`src/rtl/jtsc_pkg.sv`:
```
`timescale 1ns / 1ps

package jtsc_pkg;

    localparam int TK_W  = 4;
    localparam int ST_W  = 2;
    localparam int CA_W  = 2;
    localparam int DEP_W = 7;
    localparam int NX_W  = 3;

    localparam int MAX_DEPTH_DEF = 64;
    localparam logic [DEP_W-1:0] LIMIT_RESET = 7'd64;

    // token kinds on the input channel
    localparam logic [TK_W-1:0] TK_END        = 4'd0;
    localparam logic [TK_W-1:0] TK_OPEN_OBJ   = 4'd1;
    localparam logic [TK_W-1:0] TK_CLOSE_OBJ  = 4'd2;
    localparam logic [TK_W-1:0] TK_OPEN_ARR   = 4'd3;
    localparam logic [TK_W-1:0] TK_CLOSE_ARR  = 4'd4;
    localparam logic [TK_W-1:0] TK_COLON      = 4'd5;
    localparam logic [TK_W-1:0] TK_COMMA      = 4'd6;
    localparam logic [TK_W-1:0] TK_STRING     = 4'd7;
    localparam logic [TK_W-1:0] TK_NUMBER     = 4'd8;
    localparam logic [TK_W-1:0] TK_BOOLEAN    = 4'd9;
    localparam logic [TK_W-1:0] TK_NULL       = 4'd10;

    // result status
    localparam logic [ST_W-1:0] ST_TOKEN_OK = 2'd0;
    localparam logic [ST_W-1:0] ST_DOC_OK   = 2'd1;
    localparam logic [ST_W-1:0] ST_DOC_BAD  = 2'd2;
    localparam logic [ST_W-1:0] ST_ERROR    = 2'd3;

    // error causes
    localparam logic [CA_W-1:0] CA_NONE    = 2'd0;
    localparam logic [CA_W-1:0] CA_BAD_TOK = 2'd1;
    localparam logic [CA_W-1:0] CA_DEEP    = 2'd2;
    localparam logic [CA_W-1:0] CA_EARLY   = 2'd3;

    // token class allowed next
    localparam logic [NX_W-1:0] NX_VALUE          = 3'd0;
    localparam logic [NX_W-1:0] NX_VALUE_OR_CLOSE = 3'd1;
    localparam logic [NX_W-1:0] NX_KEY_OR_CLOSE   = 3'd2;
    localparam logic [NX_W-1:0] NX_KEY            = 3'd3;
    localparam logic [NX_W-1:0] NX_COLON          = 3'd4;
    localparam logic [NX_W-1:0] NX_COMMA_OR_CLOSE = 3'd5;
    localparam logic [NX_W-1:0] NX_DONE           = 3'd6;

    typedef enum logic [3:0] {
        C_END,
        C_OPEN_OBJ,
        C_CLOSE_OBJ,
        C_OPEN_ARR,
        C_CLOSE_ARR,
        C_COLON,
        C_COMMA,
        C_STRING,
        C_SCALAR,
        C_BAD
    } t_cls;

    typedef struct packed {
        logic valid;
        t_cls cls;
    } t_qitem;

endpackage

```
`src/rtl/jtsc_tok_if.sv`:
```
`timescale 1ns / 1ps

interface jtsc_tok_if;
    logic                       valid;
    logic                       ready;
    logic [jtsc_pkg::TK_W-1:0]  token_kind;

    modport source (output valid, output token_kind, input ready);
    modport sink   (input valid, input token_kind, output ready);
endinterface

```
`src/rtl/jtsc_res_if.sv`:
```
`timescale 1ns / 1ps

interface jtsc_res_if;
    logic                       valid;
    logic                       ready;
    logic [jtsc_pkg::ST_W-1:0]  status;
    logic [jtsc_pkg::CA_W-1:0]  error_cause;
    logic [jtsc_pkg::DEP_W-1:0] nesting_depth;

    modport source (output valid, output status, output error_cause,
                    output nesting_depth, input ready);
    modport sink   (input valid, input status, input error_cause,
                    input nesting_depth, output ready);
endinterface

```
`src/rtl/jtsc_cfg_if.sv`:
```
`timescale 1ns / 1ps

interface jtsc_cfg_if;
    logic                       valid;
    logic                       ready;
    logic [jtsc_pkg::DEP_W-1:0] data;

    modport source (output valid, output data, input ready);
    modport sink   (input valid, input data, output ready);
endinterface

```
`src/rtl/jtsc_front.sv`:
```
`timescale 1ns / 1ps

module jtsc_front (
    jtsc_tok_if.sink            i_tok,
    input  logic                i_q_full,
    output jtsc_pkg::t_qitem    o_push
);
    import jtsc_pkg::*;

    t_cls cls;

    always_comb begin
        case (i_tok.token_kind)
            TK_END:                         cls = C_END;
            TK_OPEN_OBJ:                    cls = C_OPEN_OBJ;
            TK_CLOSE_OBJ:                   cls = C_CLOSE_OBJ;
            TK_OPEN_ARR:                    cls = C_OPEN_ARR;
            TK_CLOSE_ARR:                   cls = C_CLOSE_ARR;
            TK_COLON:                       cls = C_COLON;
            TK_COMMA:                       cls = C_COMMA;
            TK_STRING:                      cls = C_STRING;
            TK_NUMBER, TK_BOOLEAN, TK_NULL: cls = C_SCALAR;
            default:                        cls = C_BAD;
        endcase
    end

    assign i_tok.ready  = ~i_q_full;
    assign o_push.valid = i_tok.valid & ~i_q_full;
    assign o_push.cls   = cls;

endmodule

```
`src/rtl/jtsc_queue.sv`:
```
`timescale 1ns / 1ps

module jtsc_queue (
    input  logic                i_clk,
    input  logic                i_rst_n,
    input  jtsc_pkg::t_qitem    i_push,
    output logic                o_full,
    input  logic                i_pop,
    output jtsc_pkg::t_qitem    o_head
);
    import jtsc_pkg::*;

    // two entries: enough for full rate with a registered consumer
    t_cls       r_mem [2];
    logic       r_wp, r_rp;
    logic [1:0] r_cnt;
    logic       do_push, do_pop;

    assign do_push = i_push.valid;
    assign do_pop  = i_pop & (r_cnt != 2'd0);

    always_ff @(posedge i_clk) begin
        if (!i_rst_n) begin
            r_wp  <= 1'b0;
            r_rp  <= 1'b0;
            r_cnt <= 2'd0;
        end else begin
            if (do_push) r_wp <= ~r_wp;
            if (do_pop)  r_rp <= ~r_rp;
            r_cnt <= r_cnt + {1'b0, do_push} - {1'b0, do_pop};
        end
    end

    always_ff @(posedge i_clk) begin
        if (do_push) r_mem[r_wp] <= i_push.cls;
    end

    assign o_full      = (r_cnt == 2'd2);
    assign o_head.valid = (r_cnt != 2'd0);
    assign o_head.cls   = r_mem[r_rp];

endmodule

```
`src/rtl/jtsc_ram.sv`:
```
`timescale 1ns / 1ps

module jtsc_ram #(
    parameter int WIDTH  = 1,
    parameter int DEPTH  = 64,
    parameter int ADDR_W = (DEPTH > 1) ? $clog2(DEPTH) : 1
) (
    input  logic              i_clk,
    input  logic              i_we,
    input  logic [ADDR_W-1:0] i_waddr,
    input  logic [WIDTH-1:0]  i_wdata,
    input  logic [ADDR_W-1:0] i_raddr,
    output logic [WIDTH-1:0]  o_rdata
);
    logic [WIDTH-1:0] r_mem [DEPTH];
    logic [WIDTH-1:0] r_rdata;

    always_ff @(posedge i_clk) begin
        if (i_we) r_mem[i_waddr] <= i_wdata;
        r_rdata <= r_mem[i_raddr];
    end

    assign o_rdata = r_rdata;

endmodule

```
`src/rtl/jtsc_back.sv`:
```
`timescale 1ns / 1ps

module jtsc_back #(
    parameter int MAX_DEPTH = jtsc_pkg::MAX_DEPTH_DEF
) (
    input  logic                i_clk,
    input  logic                i_rst_n,
    input  jtsc_pkg::t_qitem    i_head,
    output logic                o_pop,
    jtsc_cfg_if.sink            i_cfg,
    jtsc_res_if.source          o_res
);
    import jtsc_pkg::*;

    localparam int AW      = (MAX_DEPTH > 1) ? $clog2(MAX_DEPTH) : 1;
    localparam int CNT_MAX = (1 << DEP_W) - 1;
    localparam int LIM_CAP = (MAX_DEPTH > CNT_MAX) ? CNT_MAX : MAX_DEPTH;

    logic [DEP_W-1:0] r_limit;
    logic [DEP_W-1:0] r_count, n_count;
    logic [NX_W-1:0]  r_next, n_next;
    logic             r_err, n_err;
    logic [CA_W-1:0]  r_cause, n_cause;
    logic             r_top, n_top;     // innermost container, 1 = object
    logic             r_fwd;            // last cycle wrote the entry now read
    logic             r_fwd_data;

    logic             r_out_valid;
    logic [ST_W-1:0]  r_status;
    logic [CA_W-1:0]  r_ecause;
    logic [DEP_W-1:0] r_depth;

    logic [DEP_W-1:0] lim;
    logic             advance, top_obj, vexp, below, ram_q;
    logic             close_ok, a_push, wr_en;
    logic [DEP_W-1:0] a_count;
    logic [NX_W-1:0]  a_next;
    logic             a_top;
    logic [CA_W-1:0]  a_cause, res_cause;
    logic [ST_W-1:0]  res_status;
    logic [DEP_W-1:0] rd_idx, wr_idx;

    assign i_cfg.ready = 1'b1;

    always_ff @(posedge i_clk) begin
        if (!i_rst_n) r_limit <= LIMIT_RESET;
        else if (i_cfg.valid) r_limit <= i_cfg.data;
    end

    assign lim     = (r_limit > DEP_W'(LIM_CAP)) ? DEP_W'(LIM_CAP) : r_limit;
    assign advance = i_head.valid & (~r_out_valid | o_res.ready);
    assign o_pop   = advance;
    assign top_obj = (r_count != '0) & r_top;
    assign vexp    = (r_next == NX_VALUE) | (r_next == NX_VALUE_OR_CLOSE);
    assign below   = r_fwd ? r_fwd_data : ram_q;

    // token rules, evaluated against the current state
    always_comb begin
        a_count  = r_count;
        a_next   = r_next;
        a_top    = r_top;
        a_push   = 1'b0;
        a_cause  = CA_NONE;
        close_ok = 1'b0;
        case (i_head.cls)
            C_OPEN_OBJ, C_OPEN_ARR: begin
                if (!vexp) begin
                    a_cause = CA_BAD_TOK;
                end else if (r_count >= lim) begin
                    a_cause = CA_DEEP;
                end else begin
                    a_count = r_count + 7'd1;
                    a_top   = (i_head.cls == C_OPEN_OBJ);
                    a_next  = (i_head.cls == C_OPEN_OBJ) ? NX_KEY_OR_CLOSE
                                                         : NX_VALUE_OR_CLOSE;
                    a_push  = 1'b1;
                end
            end
            C_CLOSE_OBJ, C_CLOSE_ARR: begin
                if (i_head.cls == C_CLOSE_OBJ)
                    close_ok = (r_next == NX_KEY_OR_CLOSE) |
                               ((r_next == NX_COMMA_OR_CLOSE) & top_obj);
                else
                    close_ok = (r_next == NX_VALUE_OR_CLOSE) |
                               ((r_next == NX_COMMA_OR_CLOSE) & (r_count != '0) &
                                ~top_obj);
                if (!close_ok || r_count == '0) begin
                    a_cause = CA_BAD_TOK;
                end else begin
                    a_count = r_count - 7'd1;
                    a_top   = below;
                    a_next  = (r_count == 7'd1) ? NX_DONE : NX_COMMA_OR_CLOSE;
                end
            end
            C_COLON: begin
                if (r_next != NX_COLON) a_cause = CA_BAD_TOK;
                else a_next = NX_VALUE;
            end
            C_COMMA: begin
                if (r_next != NX_COMMA_OR_CLOSE) a_cause = CA_BAD_TOK;
                else a_next = top_obj ? NX_KEY : NX_VALUE;
            end
            C_STRING: begin
                if (r_next == NX_KEY || r_next == NX_KEY_OR_CLOSE) begin
                    a_next = NX_COLON;
                end else if (!vexp) begin
                    a_cause = CA_BAD_TOK;
                end else begin
                    a_next = (r_count == '0) ? NX_DONE : NX_COMMA_OR_CLOSE;
                end
            end
            C_SCALAR: begin
                if (!vexp) a_cause = CA_BAD_TOK;
                else a_next = (r_count == '0) ? NX_DONE : NX_COMMA_OR_CLOSE;
            end
            default: a_cause = CA_BAD_TOK;
        endcase
    end

    always_comb begin
        n_count    = r_count;
        n_next     = r_next;
        n_err      = r_err;
        n_cause    = r_cause;
        n_top      = r_top;
        res_status = ST_TOKEN_OK;
        res_cause  = CA_NONE;
        wr_en      = 1'b0;
        if (advance) begin
            if (i_head.cls == C_END) begin
                if (r_err) begin
                    res_status = ST_DOC_BAD;
                    res_cause  = r_cause;
                end else if (r_next == NX_DONE) begin
                    res_status = ST_DOC_OK;
                end else begin
                    res_status = ST_DOC_BAD;
                    res_cause  = CA_EARLY;
                end
                n_count = '0;
                n_next  = NX_VALUE;
                n_err   = 1'b0;
                n_cause = CA_NONE;
            end else if (r_err) begin
                res_status = ST_ERROR;
                res_cause  = r_cause;
            end else if (a_cause != CA_NONE) begin
                res_status = ST_ERROR;
                res_cause  = a_cause;
                n_err      = 1'b1;
                n_cause    = a_cause;
            end else begin
                n_count = a_count;
                n_next  = a_next;
                n_top   = a_top;
                wr_en   = a_push & (r_count != '0);
            end
        end
    end

    // stack below the top lives in RAM; keep the entry under the new top
    // prefetched so a pop can take it without a read stall
    assign rd_idx = (n_count >= 7'd2) ? (n_count - 7'd2) : '0;
    assign wr_idx = r_count - 7'd1;

    jtsc_ram #(
        .WIDTH (1),
        .DEPTH (MAX_DEPTH),
        .ADDR_W(AW)
    ) u_stack (
        .i_clk  (i_clk),
        .i_we   (wr_en),
        .i_waddr(AW'(wr_idx)),
        .i_wdata(r_top),
        .i_raddr(AW'(rd_idx)),
        .o_rdata(ram_q)
    );

    always_ff @(posedge i_clk) begin
        if (!i_rst_n) begin
            r_count     <= '0;
            r_next      <= NX_VALUE;
            r_err       <= 1'b0;
            r_cause     <= CA_NONE;
            r_fwd       <= 1'b0;
            r_out_valid <= 1'b0;
        end else begin
            r_count <= n_count;
            r_next  <= n_next;
            r_err   <= n_err;
            r_cause <= n_cause;
            r_fwd   <= wr_en;
            if (advance) r_out_valid <= 1'b1;
            else if (o_res.ready) r_out_valid <= 1'b0;
        end
    end

    always_ff @(posedge i_clk) begin
        r_top      <= n_top;
        r_fwd_data <= r_top;
        if (advance) begin
            r_status <= res_status;
            r_ecause <= res_cause;
            r_depth  <= n_count;
        end
    end

    assign o_res.valid         = r_out_valid;
    assign o_res.status        = r_status;
    assign o_res.error_cause   = r_ecause;
    assign o_res.nesting_depth = r_depth;

endmodule

```
`src/rtl/json_token_structure_check.sv`:
```
`timescale 1ns / 1ps

// Channel   Dir  Handshake     Payload
// i_tok     in   valid/ready   token_kind[3:0]
// o_res     out  valid/ready   status[1:0], error_cause[1:0], nesting_depth[6:0]
// i_cfg     in   valid/ready   data[6:0] -> depth_limit (always ready)
//
// One token per cycle sustained while o_res is not stalled. Each result
// passes through the queue and then the checker's output register.
// The checker's rule table is combinational and works with a stack step;
// the entry beneath the stack top is prefetched from the RAM each cycle.
// Reset (synchronous, active low) clears control state at once; no
// clearing pass, the stack RAM is only read below the live depth.
// A stalled o_res holds the checker; the two-entry queue absorbs the input
// until it fills, then i_tok.ready drops.

module json_token_structure_check #(
    parameter int MAX_DEPTH = jtsc_pkg::MAX_DEPTH_DEF
) (
    input  logic        i_clk,
    input  logic        i_rst_n,
    jtsc_tok_if.sink    i_tok,
    jtsc_cfg_if.sink    i_cfg,
    jtsc_res_if.source  o_res
);
    import jtsc_pkg::*;

    t_qitem push;
    t_qitem head;
    logic   q_full;
    logic   pop;

    // front: classify token kind, enqueue
    jtsc_front u_front (
        .i_tok   (i_tok),
        .i_q_full(q_full),
        .o_push  (push)
    );

    // decoupling queue between classifier and checker
    jtsc_queue u_queue (
        .i_clk  (i_clk),
        .i_rst_n(i_rst_n),
        .i_push (push),
        .o_full (q_full),
        .i_pop  (pop),
        .o_head (head)
    );

    // back: structure state, nesting stack, result register
    jtsc_back #(
        .MAX_DEPTH(MAX_DEPTH)
    ) u_back (
        .i_clk  (i_clk),
        .i_rst_n(i_rst_n),
        .i_head (head),
        .o_pop  (pop),
        .i_cfg  (i_cfg),
        .o_res  (o_res)
    );

endmodule

```
`src/flat_wrapper.sv`:
```
// flat-port wrapper written by rule: the top's interface ports become plain ports
module json_token_structure_check_flat import jtsc_pkg::*;
#(
    parameter int MAX_DEPTH = jtsc_pkg::MAX_DEPTH_DEF
)
  (i_clk, i_rst_n, i_tok_valid, i_tok_token_kind, i_tok_ready, i_cfg_valid, i_cfg_data, i_cfg_ready, o_res_valid, o_res_status, o_res_error_cause, o_res_nesting_depth, o_res_ready);
  jtsc_tok_if i_tok_i ();
  jtsc_cfg_if i_cfg_i ();
  jtsc_res_if o_res_i ();
  input  logic i_clk;
  input  logic i_rst_n;
  input wire logic [$bits(i_tok_i.valid)-1:0] i_tok_valid;
  input wire logic [$bits(i_tok_i.token_kind)-1:0] i_tok_token_kind;
  output wire logic [$bits(i_tok_i.ready)-1:0] i_tok_ready;
  input wire logic [$bits(i_cfg_i.valid)-1:0] i_cfg_valid;
  input wire logic [$bits(i_cfg_i.data)-1:0] i_cfg_data;
  output wire logic [$bits(i_cfg_i.ready)-1:0] i_cfg_ready;
  output wire logic [$bits(o_res_i.valid)-1:0] o_res_valid;
  output wire logic [$bits(o_res_i.status)-1:0] o_res_status;
  output wire logic [$bits(o_res_i.error_cause)-1:0] o_res_error_cause;
  output wire logic [$bits(o_res_i.nesting_depth)-1:0] o_res_nesting_depth;
  input wire logic [$bits(o_res_i.ready)-1:0] o_res_ready;
  assign i_tok_i.valid = i_tok_valid;
  assign i_tok_i.token_kind = i_tok_token_kind;
  assign i_tok_ready = i_tok_i.ready;
  assign i_cfg_i.valid = i_cfg_valid;
  assign i_cfg_i.data = i_cfg_data;
  assign i_cfg_ready = i_cfg_i.ready;
  assign o_res_valid = o_res_i.valid;
  assign o_res_status = o_res_i.status;
  assign o_res_error_cause = o_res_i.error_cause;
  assign o_res_nesting_depth = o_res_i.nesting_depth;
  assign o_res_i.ready = o_res_ready;
  json_token_structure_check #(.MAX_DEPTH(MAX_DEPTH)) u_core (.i_clk(i_clk), .i_rst_n(i_rst_n), .i_tok(i_tok_i), .i_cfg(i_cfg_i), .o_res(o_res_i));
endmodule
```
`config.mk`:
```
export PLATFORM = sky130hd
export DESIGN_NAME = json_token_structure_check_flat
export DESIGN_NICKNAME = d
export VERILOG_FILES = /design/src/rtl/jtsc_pkg.sv /design/src/rtl/jtsc_tok_if.sv /design/src/rtl/jtsc_res_if.sv /design/src/rtl/jtsc_cfg_if.sv /design/src/rtl/jtsc_front.sv /design/src/rtl/jtsc_queue.sv /design/src/rtl/jtsc_ram.sv /design/src/rtl/jtsc_back.sv /design/src/rtl/json_token_structure_check.sv /design/src/flat_wrapper.sv
export SDC_FILE = /design/constraint.sdc
export NUM_CORES = 1
export LEC_CHECK = 0
export ABC_AREA = 1
export BUFFER_PORTS_ARGS = -buffer_cell sky130_fd_sc_hd__buf_2
export CORE_ASPECT_RATIO = 1.1
export CORE_MARGIN = 5
export CORE_UTILIZATION = 30
export DETAILED_ROUTE_END_ITERATION = 6
export GPL_ROUTABILITY_DRIVEN = 0
export SKIP_CTS_REPAIR_TIMING = 1
export SYNTH_ARGS = -nofsm -noshare
export SYNTH_HDL_FRONTEND = slang
export SYNTH_HIERARCHICAL = 1
export SYNTH_SLANG_ARGS = --single-unit
```
`constraint.sdc`:
```
create_clock -name i_clk -period 5.09 [get_ports i_clk]
set_input_delay 0.509 -clock i_clk [delete_from_list [all_inputs] [get_ports i_clk]]
set_output_delay 0.509 -clock i_clk [all_outputs]
set_load 0.1 [all_outputs]
```
### Word level (Yosys, flattened, before mapping)

Memory sizes are Yosys's and may differ from the RTL's. A register that Yosys moved wholly into a read port is not among the register bits.
Index checks and enable logic that the tools add are counted.

* flip-flop bits (word level): 39
* bits in writable memories: 72
* ROM bits: 64
* output and inout bits: 14
* memories kept: 3

Memories
* (name not given): words 16, width 4, rd ports 1, clocked after memory_dff 0, wr ports 0, line jtsc_front.sv:13 `case (i_tok.token_kind)`
* u_core.u_back.u_stack.r_mem: words 64, width 1, rd ports 1, clocked after memory_dff 1, wr ports 1, line jtsc_ram.sv:15 `logic [WIDTH-1:0] r_mem [DEPTH];`
* u_core.u_queue.r_mem: words 2, width 4, rd ports 1, clocked after memory_dff 1, wr ports 1, line jtsc_queue.sv:14 `t_cls r_mem [2];`

* add/sub/neg operators: 5
* order comparisons: 3
* equal/unequal tests: 27
* muxes and demuxes: 71
* bitwise logic cells: 20
* reduce and logical (&&, ||, !) cells: 18

Operator list (number)
* $mux 7: 8
* $mux 2: 19
* $mux 3: 10
* $mux 1: 29
* $ne 3x3->1 const B: 7
* $pmux 3 s6: 1
* $eq 4x3->1 const B: 4
* $pmux 7 s2: 1
* $reduce_bool 7->1: 2
* $pmux 2 s6: 1
* $reduce_bool 2->1: 5
* $reduce_and 9->1: 1
* $and 1x1->1: 8
* $eq 4x2->1 const B: 2
* $ne 2x2->1 const B: 4
* $not 1->1: 8
* $reduce_and 8->1: 1
* $add 7x1->7 const B: 1
* $eq 7x1->1 const B: 1
* $ge 7x2->1 const B: 1
* $ge 7x7->1: 1
* $gt 7x7->1 const B: 1
* $logic_not 7->1: 1
* $sub 7x1->7 const B: 1
* 19 further kinds: 26

### Logic depth before layout (Yosys ltp)

* word-level depth: 18
* gate-level depth with buffers: 36
* depth with buffers taken out: 33

### Modules after synthesis

Netlist, hierarchy kept.

Modules (own cells, without submodules)
* jtsc_ram: times used 1, cells an instance 314, area an instance 3045.4 µm², sequential area each 1941.9 µm²
* jtsc_back: times used 1, cells an instance 392, area an instance 2628.8 µm², sequential area each 820.8 µm²
* jtsc_queue: times used 1, cells an instance 48, area an instance 538.0 µm², sequential area each 340.3 µm²
* jtsc_front: times used 1, cells an instance 12, area an instance 48.8 µm², sequential area each 0.0 µm²

### Least setup slack after synthesis

OpenSTA, ideal clock, no wires.

* path type: flip-flop to flip-flop
* start point: register u_core.u_back.r_top
* end point: register u_core.u_back.u_stack.r_rdata (netlist: u_core/u_back/u_stack/o_rdata) (read register of u_core.u_back.u_stack.r_mem)
* setup time: 113 ps
* arrival time: 3467 ps
* slack: 1510 ps
* cell stages (with the launch flop): 30
* buffers on the path: 3
* clock period less this slack: 3580 ps
* cells stage by stage: edfxtp_1 -> nand2_1 -> nand3_1 -> nand2_1 -> nand2_1 -> inv_2 -> nand3_4 -> nand2_4 -> nand2_4 -> buf_6 -> a21oi_1 -> nand2_1 -> nand2_2 -> inv_1 -> ha_1 -> nand3_1 -> nor2_4 -> nand3_2 -> nand2_1 -> inv_1 -> buf_6 -> buf_4 -> nand2_1 -> nand3_1 -> nand3_1 -> nand2_1 -> nand2_1 -> nand3_1 -> nand3_1 -> nand2_1

* word-level cells in the longest chain between the ends: 17

RTL lines
* start: declaration: line jtsc_back.sv:24 `logic r_top, n_top;`
* start signal: assignment: line jtsc_back.sv:199 `r_top <= n_top;`
* $and 1x1->1 (*): line jtsc_back.sv:53 `assign top_obj = (r_count != '0) & r_top;`
* $not 1->1: line jtsc_back.sv:86 `~top_obj);`
* $and 1x1->1: line jtsc_back.sv:85 `((r_next == NX_COMMA_OR_CLOSE) & (r_count != '0) &`
* $or 1x1->1: line jtsc_back.sv:84 `close_ok = (r_next == NX_VALUE_OR_CLOSE) |`
* $mux 1 (*): line jtsc_back.sv:80 `if (i_head.cls == C_CLOSE_OBJ)`
* $mux 1 (*): line jtsc_back.sv:65 `case (i_head.cls)`
* $logic_not 1->1 (*): line jtsc_back.sv:87 `if (!close_ok || r_count == '0) begin`
* $logic_or 1x1->1 (*): line jtsc_back.sv:87
* [... 3 more ...]
* $mux 7 (*): line jtsc_back.sv:147 `end else if (a_cause != CA_NONE) begin`
* $mux 7 (*): line jtsc_back.sv:144 `end else if (r_err) begin`
* $mux 7 (*): line jtsc_back.sv:130 `if (i_head.cls == C_END) begin`
* $mux 7 (*): line jtsc_back.sv:129 `if (advance) begin`
* named net u_core.u_back.n_count[2]: line jtsc_back.sv:20 `logic [DEP_W-1:0] r_count, n_count;`
* $ge 7x2->1 (*): line jtsc_back.sv:163 `assign rd_idx = (n_count >= 7'd2) ? (n_count - 7'd2) : '0;`
* $mux 6 (*): line jtsc_back.sv:163
* named net u_core.u_back.rd_idx[0]: line jtsc_back.sv:41 `logic [DEP_W-1:0] rd_idx, wr_idx;`
* end: declaration: line jtsc_ram.sv:16 `logic [WIDTH-1:0] r_rdata;`

Mark *: on every way through the listed nets, which the timed path passes. The rest lies on a longest branch. The select of a mux whose other input is x is not followed.
A chain may end at the register's enable or synchronous reset.

### Worst setup path in the final report

* start point: register u_core.u_back.r_limit[2]
* end point: register u_core.u_back.u_stack.r_rdata (netlist: u_core/u_back/u_stack/o_rdata) (read register of u_core.u_back.u_stack.r_mem)

* word-level cells in the longest chain between the ends: 13

RTL lines
* start: declaration: line jtsc_back.sv:19 `logic [DEP_W-1:0] r_limit;`
* start signal: assignment: line jtsc_back.sv:47 `else if (i_cfg.valid) r_limit <= i_cfg.data;`
* $gt 7x7->1: line jtsc_back.sv:50 `assign lim = (r_limit > DEP_W'(LIM_CAP)) ? DEP_W'(LIM_CAP) : r_limit;`
* $mux 7 (*): line jtsc_back.sv:50
* $ge 7x7->1 (*): line jtsc_back.sv:69 `end else if (r_count >= lim) begin`
* $mux 2: line jtsc_back.sv:69
* $mux 2: line jtsc_back.sv:67 `if (!vexp) begin`
* $pmux 2 s6: line jtsc_back.sv:65
* $reduce_bool 2->1: line jtsc_back.sv:147
* $mux 7 (*): line jtsc_back.sv:147
* $mux 7 (*): line jtsc_back.sv:144
* $mux 7 (*): line jtsc_back.sv:130
* $mux 7 (*): line jtsc_back.sv:129
* named net u_core.u_back.n_count[2]: line jtsc_back.sv:20
* $ge 7x2->1 (*): line jtsc_back.sv:163
* $mux 6 (*): line jtsc_back.sv:163
* named net u_core.u_back.rd_idx[0]: line jtsc_back.sv:41

Mark *: on every way through the listed nets, which the timed path passes. The rest lies on a longest branch.

==> results by group <==
Critical path
  • CP max stage delay: 0.34 ns
  • Master of the slowest instance on the critical path: nor2_1
  • Setup CP Type: flip-flop to flip-flop
  • WP data arrival: 4.70 ns
  • Required @ worst endpoint: 5.45 ns
  • CP endpoint kind: flip-flop
  • Worst Setup Start Kind: flip-flop
  • Register-to-register setup slack: 0.75 ns
  • Crit path top cell by count: nand2_1
  • Worst-path maximum fanout: 33

Synth
  • Cell Area, Synth: 6260 sq um
  • Post-Syn Nets: 795
  • Synth area leaders: edfxtp_1 (40%), nand2_1 (11%), dfxtp_1 (9.3%)
  • Share of the synthesized area in the top cell type: 0.403
  • Warnings, synthesis: 6
  • Synth Register Bits: 113
  • Commonest register cell after synthesis: edfxtp_1
  • Post-synth ARST share: 0
  • Synth area leader: edfxtp_1
  • Sequential share of the synthesized area: 0.496
  • Average cell area after synthesis: 8.17 sq um
  • Synth cell types: 42
  • Cell count after synthesis: 766
  • Number of flops mapped to enable cells by yosys: 84

Timing
  • Clk_skew: 0.0135 ns
  • Slew margin rel.: 0.552
  • Max-slew violations: 0
  • Final worst slack: 0.750 ns
  • Fin Hold WS: 0.317 ns
  • Final Hold Viols: 0
  • Actual slew at the worst max-slew pin: 0.669 ns
  • Final min period: 4.34 ns
  • Fmax: 230 MHz
  • Period utilization: 0.853
  • Final setup TNS: 0 ns
  • Endpoints failing setup: 0
  • Unrepaired setup endpoints after global routing: no

Hold path
  • Worst hold path type: input pin to flip-flop

Placement
  • Pre-CTS setup slack: 0.703 ns
  • Buffers added on ports: 28
  • DP HPWL: 10,700 um

Final layout
  • # nets final: 830
  • Leading cell type in the layout, fill and taps excluded: nand2_1
  • Filler instances: 2,114
  • Inserted Diodes: 0
  • Fraction of layout cells with a size suffix above 1: 0.145
  • Most frequent cells in the layout: nand2_1 (185), nor2_1 (128), nand3_1 (89)
  • Layout area overhead: 15.5%

GRT
  • Global-route wire length before repair: 24,900 um
  • GRT Util Overall: 0.130
  • Vias in the first global route: 4,951
  • Maximum number of pins on one net before global-route repair: 68
  • Antenna violations before repair: 0
  • Remaining Overflow, GRT: 0

Power
  • Logic pwr share: 0.463
  • Static leakage: 2.97 nW
  • Sw Ratio: 0.459
  • Sw power: 2.07 mW
  • Clock share of power: 0.270
  • Cell-internal power: 2.44 mW
  • Maximum vdd drop: 0.000353 V
  • Pwr/cell area: 624 nW/um^2
  • Flop pwr share: 0.267

Detailed routing
  • TritonRoute pass-1 iters: 5
  • Initial DRC count: 317
  • DRC Markers: 0
  • Drt wl/cell: 13.9 um
  • WL final: 14,800 um
  • Vias: 5,109
  • DRT antenna net count: 0
  • DR vias/cell: 4.77

Run
  • Max-cap check violation count: 0

Floorplan
  • Die W: 148 um
  • # IOs: 30
  • DIE AREA: 23,900 sq um
  • Core Box Area: 20,600 sq um
  • # rows: 55
  • Starting Density: 0.304
  • Die Ht: 162 um

Clock network
  • Clock transition at path regs: 0.06 ns
  • H-tree levels: 4
  • Clock Tree Buf Depth: 2
  • CTS tree: done
  • Clock root buffer: clkbuf_16
  • Worst skew pair latency: 0.42 ns
  • TritonCTS Buffers: 17
  • CTS sink cnt: 113

Status
  • Status: finished, final reports clean
state kept, by name, indices dropped and copies added (netlist names), 2 cells and up, named ones only:
name / flops
u_core/u_back/r_next: 3
u_core/u_back/o_res.error_cause: 2
u_core/u_back/r_count: 7
u_core/u_back/o_res.status: 2
u_core/u_queue/r_cnt: 2
u_core/u_back/r_limit: 7
u_core/u_back/r_cause: 2
u_core/u_back/o_res.nesting_depth: 7
u_core/u_back/u_stack/r_mem: 64
u_core/u_queue/r_mem: 8
cells in the mapped netlist (5+ instances only):
master,instances
nor4_1,5
nor2_2,6
ha_1,13
nand3_1,89
edfxtp_1,84
nor2_4,6
o21ai_0,24
buf_6,7
buf_4,5
nand2_1,185
inv_1,79
nand2_2,10
inv_2,12
nand3_2,5
nor3_1,9
nand4_1,12
a21oi_1,18
nor2_1,128
dfxtp_1,29
final timing paths:
check / startpoint / endpoint / cells past startpoint
worst max-delay path: u_core/u_back/r_limit[2]$_SDFFE_PN0P_ / u_core/u_back/u_stack/o_rdata$_DFF_P_ / 32
worst min-delay path: i_cfg_data[6] / u_core/u_back/r_limit[6]$_SDFFE_PN1P_ / 3
worst max register to register: u_core/u_back/r_limit[2]$_SDFFE_PN0P_ / u_core/u_back/u_stack/o_rdata$_DFF_P_ / 32
worst min register to register: u_core/u_back/r_cause[1]$_SDFFE_PN0P_ / u_core/u_back/r_cause[1]$_SDFFE_PN0P_ / 2
cell type report:
cell class / instances / area (sq um) / share of cell area
Multi-Input combinational cell: 543 / 2660 / 0.368
Clock inverter: 15 / 183 / 0.0253
Inverter: 92 / 350 / 0.0485
Timing Repair Buffer: 34 / 185 / 0.0256
Clock buffer: 17 / 425 / 0.0588
Tap cell: 256 / 320 / 0.0443
Sequential cell: 113 / 3100 / 0.429
through the flow:
step           power, mW  cell area (sq um)   util  std cells
2_1_floorplan       2.89               6260      -        766
3_3_place_gp        3.31               6620  0.322       1038
3_5_place_dp        3.31               6620  0.322       1038
4_1_cts             4.54               7230  0.351       1070
5_1_grt             4.84               7230  0.351       1070
6_report            4.51               7230  0.351       1070
cells by family after synthesis:
group	Yosys count	synth area share
xor+xnor	4	0.00559
simple gates	463	0.332
mux	4	0.00719
compound gates	58	0.0538
fa+ha+maj	13	0.0260
other cells	1	0.000599
buf+inv	110	0.0789
flops	113	0.496
power by group through the flow:
stage                     combinational (mW)  sequential (mW)  clock (mW)
after floorplan                         1.37             1.52           0
after CTS                               2.10             1.20        1.24
final                                   2.09             1.20        1.22
after detailed placement                2.09             1.22           0
after global placement                  2.09             1.22           0
after global routing                    2.34             1.22        1.28
worst max-delay path, delay by kind of cell, from the launching register on:
family,cells,cell delay [ns]
flops,1,0.32
simple gates,25,2.66
compound gates,1,0.17
buf+inv,4,0.60
fa+ha+maj,2,0.49
per-layer routing:
metal / vias to the layer above / global-route usage / share of wire
met5: - / 0 / 0
met3: 26 / 0.0351 / 0.052
li1: 2596 / - / -
met1: 2369 / 0.165 / 0.45
met2: 118 / 0.217 / 0.48
met4: 0 / 0.0390 / 0.017
Note: power is estimated with default switching activity, not from simulation.
